===== src/design/ccr_pkg.sv =====
package ccr_pkg;

    localparam int MAX_CYCLE_LEN = 64;
    localparam int ID_BITS       = 16;
    localparam int CNT_W         = $clog2(MAX_CYCLE_LEN + 1);
    localparam int ADDR_W        = $clog2(MAX_CYCLE_LEN);

    // Commands from the controller to the datapath
    typedef struct packed {
        logic load;     // store an accepted pair, track the minimum
        logic rd_prev;  // read the vertex before the minimum
        logic rd_next;  // read the vertex after the minimum
        logic start;    // pick direction, read the first result
        logic step;     // result taken, read the next one
        logic clear;    // cycle done, return to the empty state
    } t_cmd;

    typedef struct packed {
        logic at_last;  // the result on show is the final one
    } t_sts;

endpackage


===== src/design/ccr_in_if.sv =====
interface ccr_in_if import ccr_pkg::*; ();
    logic               valid;
    logic               ready;
    logic [ID_BITS-1:0] vertex_id;
    logic [ID_BITS-1:0] edge_id;
    logic               is_last;

    modport source (output valid, output vertex_id, output edge_id, output is_last,
                    input ready);
    modport sink   (input valid, input vertex_id, input edge_id, input is_last,
                    output ready);
endinterface


===== src/design/ccr_out_if.sv =====
interface ccr_out_if import ccr_pkg::*; ();
    logic               valid;
    logic               ready;
    logic [ID_BITS-1:0] out_vertex;
    logic [ID_BITS-1:0] out_edge;
    logic               out_last;
    logic               overflow;

    modport source (output valid, output out_vertex, output out_edge, output out_last,
                    output overflow, input ready);
    modport sink   (input valid, input out_vertex, input out_edge, input out_last,
                    input overflow, output ready);
endinterface


===== src/design/ccr_ram.sv =====
module ccr_ram #(
    parameter int WIDTH = 16,
    parameter int DEPTH = 64
) (
    input  logic                     i_clk,
    input  logic                     i_we,
    input  logic [$clog2(DEPTH)-1:0] i_waddr,
    input  logic [WIDTH-1:0]         i_wdata,
    input  logic                     i_re,
    input  logic [$clog2(DEPTH)-1:0] i_raddr,
    output logic [WIDTH-1:0]         o_rdata
);

    logic [WIDTH-1:0] r_mem [DEPTH];
    logic [WIDTH-1:0] r_rdata;

    always_ff @(posedge i_clk) begin
        if (i_we) begin
            r_mem[i_waddr] <= i_wdata;
        end
        if (i_re) begin
            r_rdata <= r_mem[i_raddr];
        end
    end

    assign o_rdata = r_rdata;

endmodule


===== src/design/ccr_datapath.sv =====
module ccr_datapath import ccr_pkg::*; (
    input  logic               i_clk,
    input  logic               i_rst_n,
    input  t_cmd               i_cmd,
    input  logic [ID_BITS-1:0] i_vertex_id,
    input  logic [ID_BITS-1:0] i_edge_id,
    output t_sts               o_sts,
    output logic [ID_BITS-1:0] o_out_vertex,
    output logic [ID_BITS-1:0] o_out_edge,
    output logic               o_out_last,
    output logic               o_overflow
);

    logic [CNT_W-1:0]   r_count;
    logic [ADDR_W-1:0]  r_min_pos;
    logic [ID_BITS-1:0] r_min_val;
    logic               r_ovf;
    logic [ADDR_W-1:0]  r_idx;
    logic [ADDR_W-1:0]  r_vptr;
    logic [ADDR_W-1:0]  r_eptr;
    logic [ID_BITS-1:0] r_prev_v;
    logic               r_back;

    logic [CNT_W-1:0]   w_cnt_m1;
    logic [ADDR_W-1:0]  w_nm1;
    logic [ADDR_W-1:0]  w_prev_addr;
    logic [ADDR_W-1:0]  w_next_addr;
    logic               w_has_room;
    logic               w_we;
    logic               w_back_now;
    logic [ADDR_W-1:0]  n_vptr;
    logic [ADDR_W-1:0]  n_eptr;
    logic               w_v_re;
    logic               w_e_re;
    logic [ADDR_W-1:0]  w_v_raddr;
    logic [ADDR_W-1:0]  w_e_raddr;
    logic [ID_BITS-1:0] w_v_rdata;
    logic [ID_BITS-1:0] w_e_rdata;

    assign w_cnt_m1    = r_count - CNT_W'(1);
    assign w_nm1       = w_cnt_m1[ADDR_W-1:0];
    assign w_prev_addr = (r_min_pos == '0) ? w_nm1 : r_min_pos - ADDR_W'(1);
    assign w_next_addr = (r_min_pos == w_nm1) ? '0 : r_min_pos + ADDR_W'(1);
    assign w_has_room  = r_count < CNT_W'(MAX_CYCLE_LEN);
    assign w_we        = i_cmd.load && w_has_room;

    // rdata holds the vertex after the minimum in the start cycle
    assign w_back_now  = r_prev_v < w_v_rdata;

    // Walk pointers wrap at n-1 in either direction
    always_comb begin
        if (r_back) begin
            n_vptr = (r_vptr == '0) ? w_nm1 : r_vptr - ADDR_W'(1);
            n_eptr = (r_eptr == '0) ? w_nm1 : r_eptr - ADDR_W'(1);
        end else begin
            n_vptr = (r_vptr == w_nm1) ? '0 : r_vptr + ADDR_W'(1);
            n_eptr = (r_eptr == w_nm1) ? '0 : r_eptr + ADDR_W'(1);
        end
    end

    always_comb begin
        w_v_re    = i_cmd.rd_prev || i_cmd.rd_next || i_cmd.start || i_cmd.step;
        w_e_re    = i_cmd.start || i_cmd.step;
        w_v_raddr = n_vptr;
        w_e_raddr = n_eptr;
        if (i_cmd.rd_prev) begin
            w_v_raddr = w_prev_addr;
        end else if (i_cmd.rd_next) begin
            w_v_raddr = w_next_addr;
        end else if (i_cmd.start) begin
            w_v_raddr = r_min_pos;
        end
        if (i_cmd.start) begin
            w_e_raddr = w_back_now ? w_prev_addr : r_min_pos;
        end
    end

    always_ff @(posedge i_clk) begin
        if (!i_rst_n) begin
            r_count   <= '0;
            r_min_pos <= '0;
            r_min_val <= '1;
            r_ovf     <= 1'b0;
        end else if (i_cmd.clear) begin
            r_count   <= '0;
            r_min_pos <= '0;
            r_min_val <= '1;
            r_ovf     <= 1'b0;
        end else if (i_cmd.load) begin
            if (w_has_room) begin
                if (r_count == '0 || i_vertex_id < r_min_val) begin
                    r_min_val <= i_vertex_id;
                    r_min_pos <= r_count[ADDR_W-1:0];
                end
                r_count <= r_count + CNT_W'(1);
            end else begin
                r_ovf <= 1'b1;
            end
        end
    end

    always_ff @(posedge i_clk) begin
        if (i_cmd.rd_next) begin
            r_prev_v <= w_v_rdata;
        end
        if (i_cmd.start) begin
            r_back <= w_back_now;
            r_vptr <= r_min_pos;
            r_eptr <= w_back_now ? w_prev_addr : r_min_pos;
            r_idx  <= '0;
        end else if (i_cmd.step) begin
            r_vptr <= n_vptr;
            r_eptr <= n_eptr;
            r_idx  <= r_idx + ADDR_W'(1);
        end
    end

    ccr_ram #(.WIDTH(ID_BITS), .DEPTH(MAX_CYCLE_LEN)) u_vertex_ram (
        .i_clk   (i_clk),
        .i_we    (w_we),
        .i_waddr (r_count[ADDR_W-1:0]),
        .i_wdata (i_vertex_id),
        .i_re    (w_v_re),
        .i_raddr (w_v_raddr),
        .o_rdata (w_v_rdata)
    );

    ccr_ram #(.WIDTH(ID_BITS), .DEPTH(MAX_CYCLE_LEN)) u_edge_ram (
        .i_clk   (i_clk),
        .i_we    (w_we),
        .i_waddr (r_count[ADDR_W-1:0]),
        .i_wdata (i_edge_id),
        .i_re    (w_e_re),
        .i_raddr (w_e_raddr),
        .o_rdata (w_e_rdata)
    );

    assign o_sts.at_last = (r_idx == w_nm1);
    assign o_out_vertex  = w_v_rdata;
    assign o_out_edge    = w_e_rdata;
    assign o_out_last    = (r_idx == w_nm1);
    assign o_overflow    = r_ovf;

endmodule


===== src/design/ccr_ctrl.sv =====
module ccr_ctrl import ccr_pkg::*; (
    input  logic i_clk,
    input  logic i_rst_n,
    input  logic i_in_valid,
    input  logic i_in_last,
    input  logic i_out_ready,
    input  t_sts i_sts,
    output logic o_in_ready,
    output logic o_out_valid,
    output t_cmd o_cmd
);

    typedef enum logic [2:0] {
        ST_LOAD,
        ST_PRV,
        ST_NXT,
        ST_DIR,
        ST_SHOW
    } t_state;

    t_state r_state;
    t_state n_state;
    logic   w_in_fire;
    logic   w_out_fire;

    assign o_in_ready  = (r_state == ST_LOAD);
    assign o_out_valid = (r_state == ST_SHOW);
    assign w_in_fire   = o_in_ready && i_in_valid;
    assign w_out_fire  = o_out_valid && i_out_ready;

    always_comb begin
        o_cmd         = '0;
        o_cmd.load    = w_in_fire;
        o_cmd.rd_prev = (r_state == ST_PRV);
        o_cmd.rd_next = (r_state == ST_NXT);
        o_cmd.start   = (r_state == ST_DIR);
        o_cmd.step    = w_out_fire;
        o_cmd.clear   = w_out_fire && i_sts.at_last;
    end

    always_comb begin
        n_state = r_state;
        case (r_state)
            ST_LOAD: begin
                if (w_in_fire && i_in_last) begin
                    n_state = ST_PRV;
                end
            end
            ST_PRV:  n_state = ST_NXT;
            ST_NXT:  n_state = ST_DIR;
            ST_DIR:  n_state = ST_SHOW;
            ST_SHOW: begin
                if (w_out_fire && i_sts.at_last) begin
                    n_state = ST_LOAD;
                end
            end
            default: n_state = ST_LOAD;
        endcase
    end

    always_ff @(posedge i_clk) begin
        if (!i_rst_n) begin
            r_state <= ST_LOAD;
        end else begin
            r_state <= n_state;
        end
    end

endmodule


===== src/design/cycle_canonical_rotation.sv =====
// Channel  Dir  Payload                                   Handshake
// i_in     in   vertex_id[16], edge_id[16], is_last       valid/ready
// o_out    out  out_vertex[16], out_edge[16], out_last,   valid/ready
//               overflow
//
// Loading accepts one pair per cycle; i_in.ready is high only while loading.
// After the last pair, the PRV, NXT and DIR states read the minimum's two
// neighbors through the single vertex RAM read port and pick the walk direction.
// Results leave at one per cycle while ready is high; the registered RAM
// outputs hold a stalled result, and the next read is issued only when a
// result is taken. Reset is synchronous; the stores need no clearing pass.
module cycle_canonical_rotation import ccr_pkg::*; (
    input  logic     i_clk,
    input  logic     i_rst_n,
    ccr_in_if.sink   i_in,
    ccr_out_if.source o_out
);

    t_cmd w_cmd;
    t_sts w_sts;
    logic w_in_ready;
    logic w_out_valid;

    ccr_ctrl u_ctrl (
        .i_clk       (i_clk),
        .i_rst_n     (i_rst_n),
        .i_in_valid  (i_in.valid),
        .i_in_last   (i_in.is_last),
        .i_out_ready (o_out.ready),
        .i_sts       (w_sts),
        .o_in_ready  (w_in_ready),
        .o_out_valid (w_out_valid),
        .o_cmd       (w_cmd)
    );

    ccr_datapath u_dp (
        .i_clk        (i_clk),
        .i_rst_n      (i_rst_n),
        .i_cmd        (w_cmd),
        .i_vertex_id  (i_in.vertex_id),
        .i_edge_id    (i_in.edge_id),
        .o_sts        (w_sts),
        .o_out_vertex (o_out.out_vertex),
        .o_out_edge   (o_out.out_edge),
        .o_out_last   (o_out.out_last),
        .o_overflow   (o_out.overflow)
    );

    assign i_in.ready  = w_in_ready;
    assign o_out.valid = w_out_valid;

    // Never take a pair while results are on show
    a_no_overlap: assert property (@(posedge i_clk) disable iff (!i_rst_n)
        !(i_in.ready && o_out.valid))
        else $error("input ready while output valid");

    // A closing pair yields the first result after the PRV, NXT and DIR states
    a_first_result: assert property (@(posedge i_clk) disable iff (!i_rst_n)
        (i_in.valid && i_in.ready && i_in.is_last) |-> ##4 o_out.valid)
        else $error("first result not shown on time");

    // Taking the final result reopens the input
    a_reopen: assert property (@(posedge i_clk) disable iff (!i_rst_n)
        (o_out.valid && o_out.ready && o_out.out_last) |=> i_in.ready)
        else $error("input not reopened after final result");

endmodule


===== src/flat_wrapper.sv =====
// flat-port wrapper written by rule: the top's interface ports become plain ports
module cycle_canonical_rotation_flat import ccr_pkg::*;
  (i_clk, i_rst_n, i_in_valid, i_in_vertex_id, i_in_edge_id, i_in_is_last, i_in_ready, o_out_valid, o_out_out_vertex, o_out_out_edge, o_out_out_last, o_out_overflow, o_out_ready);
  ccr_in_if i_in_i ();
  ccr_out_if o_out_i ();
  input  logic i_clk;
  input  logic i_rst_n;
  input wire logic [$bits(i_in_i.valid)-1:0] i_in_valid;
  input wire logic [$bits(i_in_i.vertex_id)-1:0] i_in_vertex_id;
  input wire logic [$bits(i_in_i.edge_id)-1:0] i_in_edge_id;
  input wire logic [$bits(i_in_i.is_last)-1:0] i_in_is_last;
  output wire logic [$bits(i_in_i.ready)-1:0] i_in_ready;
  output wire logic [$bits(o_out_i.valid)-1:0] o_out_valid;
  output wire logic [$bits(o_out_i.out_vertex)-1:0] o_out_out_vertex;
  output wire logic [$bits(o_out_i.out_edge)-1:0] o_out_out_edge;
  output wire logic [$bits(o_out_i.out_last)-1:0] o_out_out_last;
  output wire logic [$bits(o_out_i.overflow)-1:0] o_out_overflow;
  input wire logic [$bits(o_out_i.ready)-1:0] o_out_ready;
  assign i_in_i.valid = i_in_valid;
  assign i_in_i.vertex_id = i_in_vertex_id;
  assign i_in_i.edge_id = i_in_edge_id;
  assign i_in_i.is_last = i_in_is_last;
  assign i_in_ready = i_in_i.ready;
  assign o_out_valid = o_out_i.valid;
  assign o_out_out_vertex = o_out_i.out_vertex;
  assign o_out_out_edge = o_out_i.out_edge;
  assign o_out_out_last = o_out_i.out_last;
  assign o_out_overflow = o_out_i.overflow;
  assign o_out_i.ready = o_out_ready;
  cycle_canonical_rotation u_core (.i_clk(i_clk), .i_rst_n(i_rst_n), .i_in(i_in_i), .o_out(o_out_i));
endmodule

===== config.mk =====
export PLATFORM = sky130hd
export DESIGN_NAME = cycle_canonical_rotation_flat
export DESIGN_NICKNAME = d
export VERILOG_FILES = /design/src/design/ccr_pkg.sv /design/src/design/ccr_in_if.sv /design/src/design/ccr_out_if.sv /design/src/design/ccr_ram.sv /design/src/design/ccr_datapath.sv /design/src/design/ccr_ctrl.sv /design/src/design/cycle_canonical_rotation.sv /design/src/flat_wrapper.sv
export SDC_FILE = /design/constraint.sdc
export NUM_CORES = 2
export LEC_CHECK = 0
export ABC_AREA = 1
export BUFFER_PORTS_ARGS = -buffer_cell sky130_fd_sc_hd__buf_4
export CAP_MARGIN = 20
export CORE_ASPECT_RATIO = 2
export CORE_MARGIN = 3
export CORE_UTILIZATION = 57
export CTS_CLUSTER_SIZE = 25
export DETAILED_ROUTE_END_ITERATION = 12
export PLACE_DENSITY = 0.75
export SYNTH_ARGS = -nofsm -noshare
export SYNTH_HDL_FRONTEND = slang
export SYNTH_SLANG_ARGS = --single-unit
export TNS_END_PERCENT = 5

===== constraint.sdc =====
create_clock -name i_clk -period 4 [get_ports i_clk]
set_input_delay 0.4 -clock i_clk [delete_from_list [all_inputs] [get_ports i_clk]]
set_output_delay 0.4 -clock i_clk [all_outputs]
set_load 0.02 [all_outputs]

==> metrics <==
hold path depth=1; Simple-Gate Fraction of Synth Area=18.3%; CTS Root Cell=clkbuf_16; Peak Freq=255 MHz; half-perimeter wire length after placement=172000 um; clock sink total=2148; gr usage total=32.9%; I/O pin count=73; dpl cells=10200; Yosys cell types=48; cell count of the worst reg-to-reg path=20; MaxCap Viol Count=0; met1 GRT Util=34.5%; Synth area leader=edfxtp_1; endpoint of the worst hold path=u_core.u_dp.u_edge_ram.r_mem[7][13]; grt ovf=0; Avg Vias per Cell=6.18; top-area cell type share of the netlist area=68.0%; clock slew at reported path FFs=0.07 ns; CTS tree=yes; Leak=40.6 nW; Vias=65000; #FFs+latches synth=2148; clock network power share=31.4%; total power=0.0578 W; Data arrival, critical path=4.49 ns; GR Util met3=5.45%; Final period util=98.2%; Synth top cells by count=2109 x edfxtp_1, 1612 x nand3_1, 1427 x nand2_1; combinational family with the most area after synthesis=simple AND/OR/NAND/NOR gates; Worst Hold Launch=i_in_edge_id[13]; global routing's busiest layer=met2; power share of the sequential group=43.6%; status=finished clean; post-route ant nets=0; vias in the first global route=64200; post-synthesis mux area share=0%; non-filler cells, final=10500; switch share=30.5%; Final #Nets=8351; initial antenna violation count=8; crit end category=register; flop2flop setup slack=0.07 ns; total die area=169000 sq um; area fraction in compound gates after synthesis=4.48%; first-pass GRT wire length=406000 um; Crit Path Class=register to register; largest net degree at the start of global routing=101; Worst Path Max Fanout=34; Die Ht=578 um; Setup Skew=0.0606 ns; Synth Area in Adders=0.564%; CTS Buf Count=184; row count=209; synth warn=0; effective utilization at floorplan=57.4%; sequential element share of the synthesized area=68.8%; synth top area cells=edfxtp_1 68%, nand3_1 8.7%, nand2_1 5.7%; Hold Vio Cnt, Final=0; Pint=0.0402 W; Post-Synth XOR/XNOR Area=0.169%; CTS H-Tree Depth=4; Critical Path Source Type=register; drt pass-1 iters=10; Tmin final=3.93 ns; Core Area=162000 sq um; final WL=282000 um; top_reg_cell synth=edfxtp_1; count leader, synth=edfxtp_1; WL/cell=26.8 um; Hold WC Path Type=input port to register; Comb power frac=25.0%; met2 usage=58.0%; maximum buffer depth of the clock tree=4; reg2reg start=u_core.u_dp.u_vertex_ram.o_rdata[11]; fill count=11500; Slew @ Worst Pin=0.997 ns; Sw Pwr=0.0176 W; max-slew violations=0; Layout area overhead=13.2%; ys async rst share=0%; Die Width=292 um; Syn Inst Count=8087; Synth Area per Inst=11.5 sq um; GPL Wtd Cong=0.952; Mapped Nets=8166; Peak VDD IR=0.352 mV; Final Setup Violations=0; Mapped Area=93200 sq um; Post-synth EDFFs=2109; pwr dens=548 nW/um^2; Reg2Reg Capture Point=u_core.u_dp.u_edge_ram.o_rdata[8]; share of post-route cells with drive strength above 1=10.7%; latest clock arrival within the worst-skew pair=0.85 ns; DR DRC count=0; Worst slew margin=33.3%; RSZ-0062 raised after global routing=true; Required @ worst endpoint=4.57 ns; Iter 0 DRT Violations=7372; I/O Buffers=72
worst max-delay path, stage by stage, from the launching register on:
cell      delay (ns)
edfxtp_1        0.41
buf_12          0.16
inv_1           0.05
ha_1            0.24
a21oi_1         0.17
o21a_1          0.15
nor2_1          0.05
nor3b_2         0.30
buf_4           0.17
nand3_1         0.07
nand3_1         0.20
nand2_4         0.16
buf_12          0.20
buf_16          0.19
or2_2           0.29
o211ai_1        0.09
nand3_1         0.10
nand3_1         0.09
nand3_1         0.12
nand3_1         0.24
nand2_1         0.17
how the worst max path moves through the flow:
stage                                          from                                  end  slack, ns  cells past startpoint
6_report       u_core.u_dp.u_vertex_ram.o_rdata[11]    u_core.u_dp.u_edge_ram.o_rdata[8]       0.07                     20
5_1_grt                      u_core.u_dp.r_count[1]    u_core.u_dp.u_edge_ram.o_rdata[9]      -0.07                     20
4_1_cts                      u_core.u_dp.r_count[0]    u_core.u_dp.u_edge_ram.o_rdata[9]      0.002                     21
3_5_place_dp   u_core.u_dp.u_vertex_ram.o_rdata[11]    u_core.u_dp.u_edge_ram.o_rdata[8]      -0.42                     19
3_3_place_gp   u_core.u_dp.u_vertex_ram.o_rdata[11]    u_core.u_dp.u_edge_ram.o_rdata[8]      -0.34                     19
2_1_floorplan              u_core.u_ctrl.r_state[2]  u_core.u_dp.u_edge_ram.r_mem[10][0]       0.33                      9
state kept, by name, summed over array words and instances, names as in the netlist:
name	flops
u_core.u_dp.r_min_pos	6
u_core.u_dp.r_count	7
u_core.u_dp.r_idx	6
u_core.u_ctrl.r_state	3
u_core.u_dp.r_prev_v	16
u_core.u_dp.r_eptr	6
u_core.u_dp.u_edge_ram.r_mem	1024
u_core.u_dp.r_min_val	16
u_core.u_dp.u_edge_ram.o_rdata	16
u_core.u_dp.u_vertex_ram.r_mem	1024
u_core.u_dp.o_overflow	1
u_core.u_dp.r_vptr	6
u_core.u_dp.r_back	1
u_core.u_dp.u_vertex_ram.o_rdata	16
cells in the final DEF (no fill, tap or decap), types with 64 or more instances in the layout:
cell,Yosys,final
buf_12,0,128
buf_4,53,358
clkbuf_16,0,192
edfxtp_1,2109,2109
inv_1,1193,1189
nand2_1,1427,1422
nand3_1,1612,1611
nand3b_1,353,353
nor2_4,1,64
o211ai_1,468,468
area by class of cell:
cell class | instances | area [sq um] | area share [%]
timing repair buffer | 508 | 5690 | 5.39
sequential | 2148 | 64100 | 60.8
clock inverter | 100 | 1140 | 1.08
clock buffer | 220 | 4840 | 4.59
inverter | 1205 | 4540 | 4.31
tap | 2110 | 2640 | 2.50
multi-input combinational | 4225 | 22500 | 21.3
antenna | 2 | 5.00 | 0.00475
power groups by stage:
stage | logic [W] | clock network (W) | registers [W]
finish | 0.0144 | 0.0182 | 0.0252
detailed placement | 0.0137 | 0 | 0.0259
global route | 0.0154 | 0.0191 | 0.0252
CTS | 0.0141 | 0.0183 | 0.0252
global placement | 0.0134 | 0 | 0.0259
floorplan | 0.00819 | 0 | 0.0258
layer usage:
layer	part of all wire, %	vias to the layer above
met5	0.0039	-
met4	9.8	2
met3	8.8	1218
met2	51	4081
met1	31	31300
li1	-	28500
logic make-up after synthesis:
logic type,after synthesis
xor+xnor,18
fa+ha+maj,42
compound gates,582
buf+inv,1714
flops,2148
simple gates,3583
what timing repair did:
action,CTS,global route
pin swaps,0,2
hold buffers,6,0
setup buffers,19,5
setup endpoints to repair,16,28
endpoints found under the hold margin,10,0
cloned,0,5
resized for setup,3,16
metrics by stage:
stage | setup TNS (ns) | instance area (sq um) | setup WS (ns) | util, % | hold slack [ns]
after CTS | 0 | 105000 | 0.00162 | 64.8 | 0.0477
final | 0 | 105000 | 0.0732 | 64.9 | 0.0870
after floorplan | 0 | 93200 | 0.327 | - | 0.451
after detailed placement | -3.83 | 99000 | -0.419 | 61.0 | 0.437
after global routing | -0.232 | 105000 | -0.0716 | 64.9 | 0.114
after global placement | -2.74 | 99000 | -0.343 | 60.9 | 0.435
Note: power is estimated with default switching activity, not from simulation.
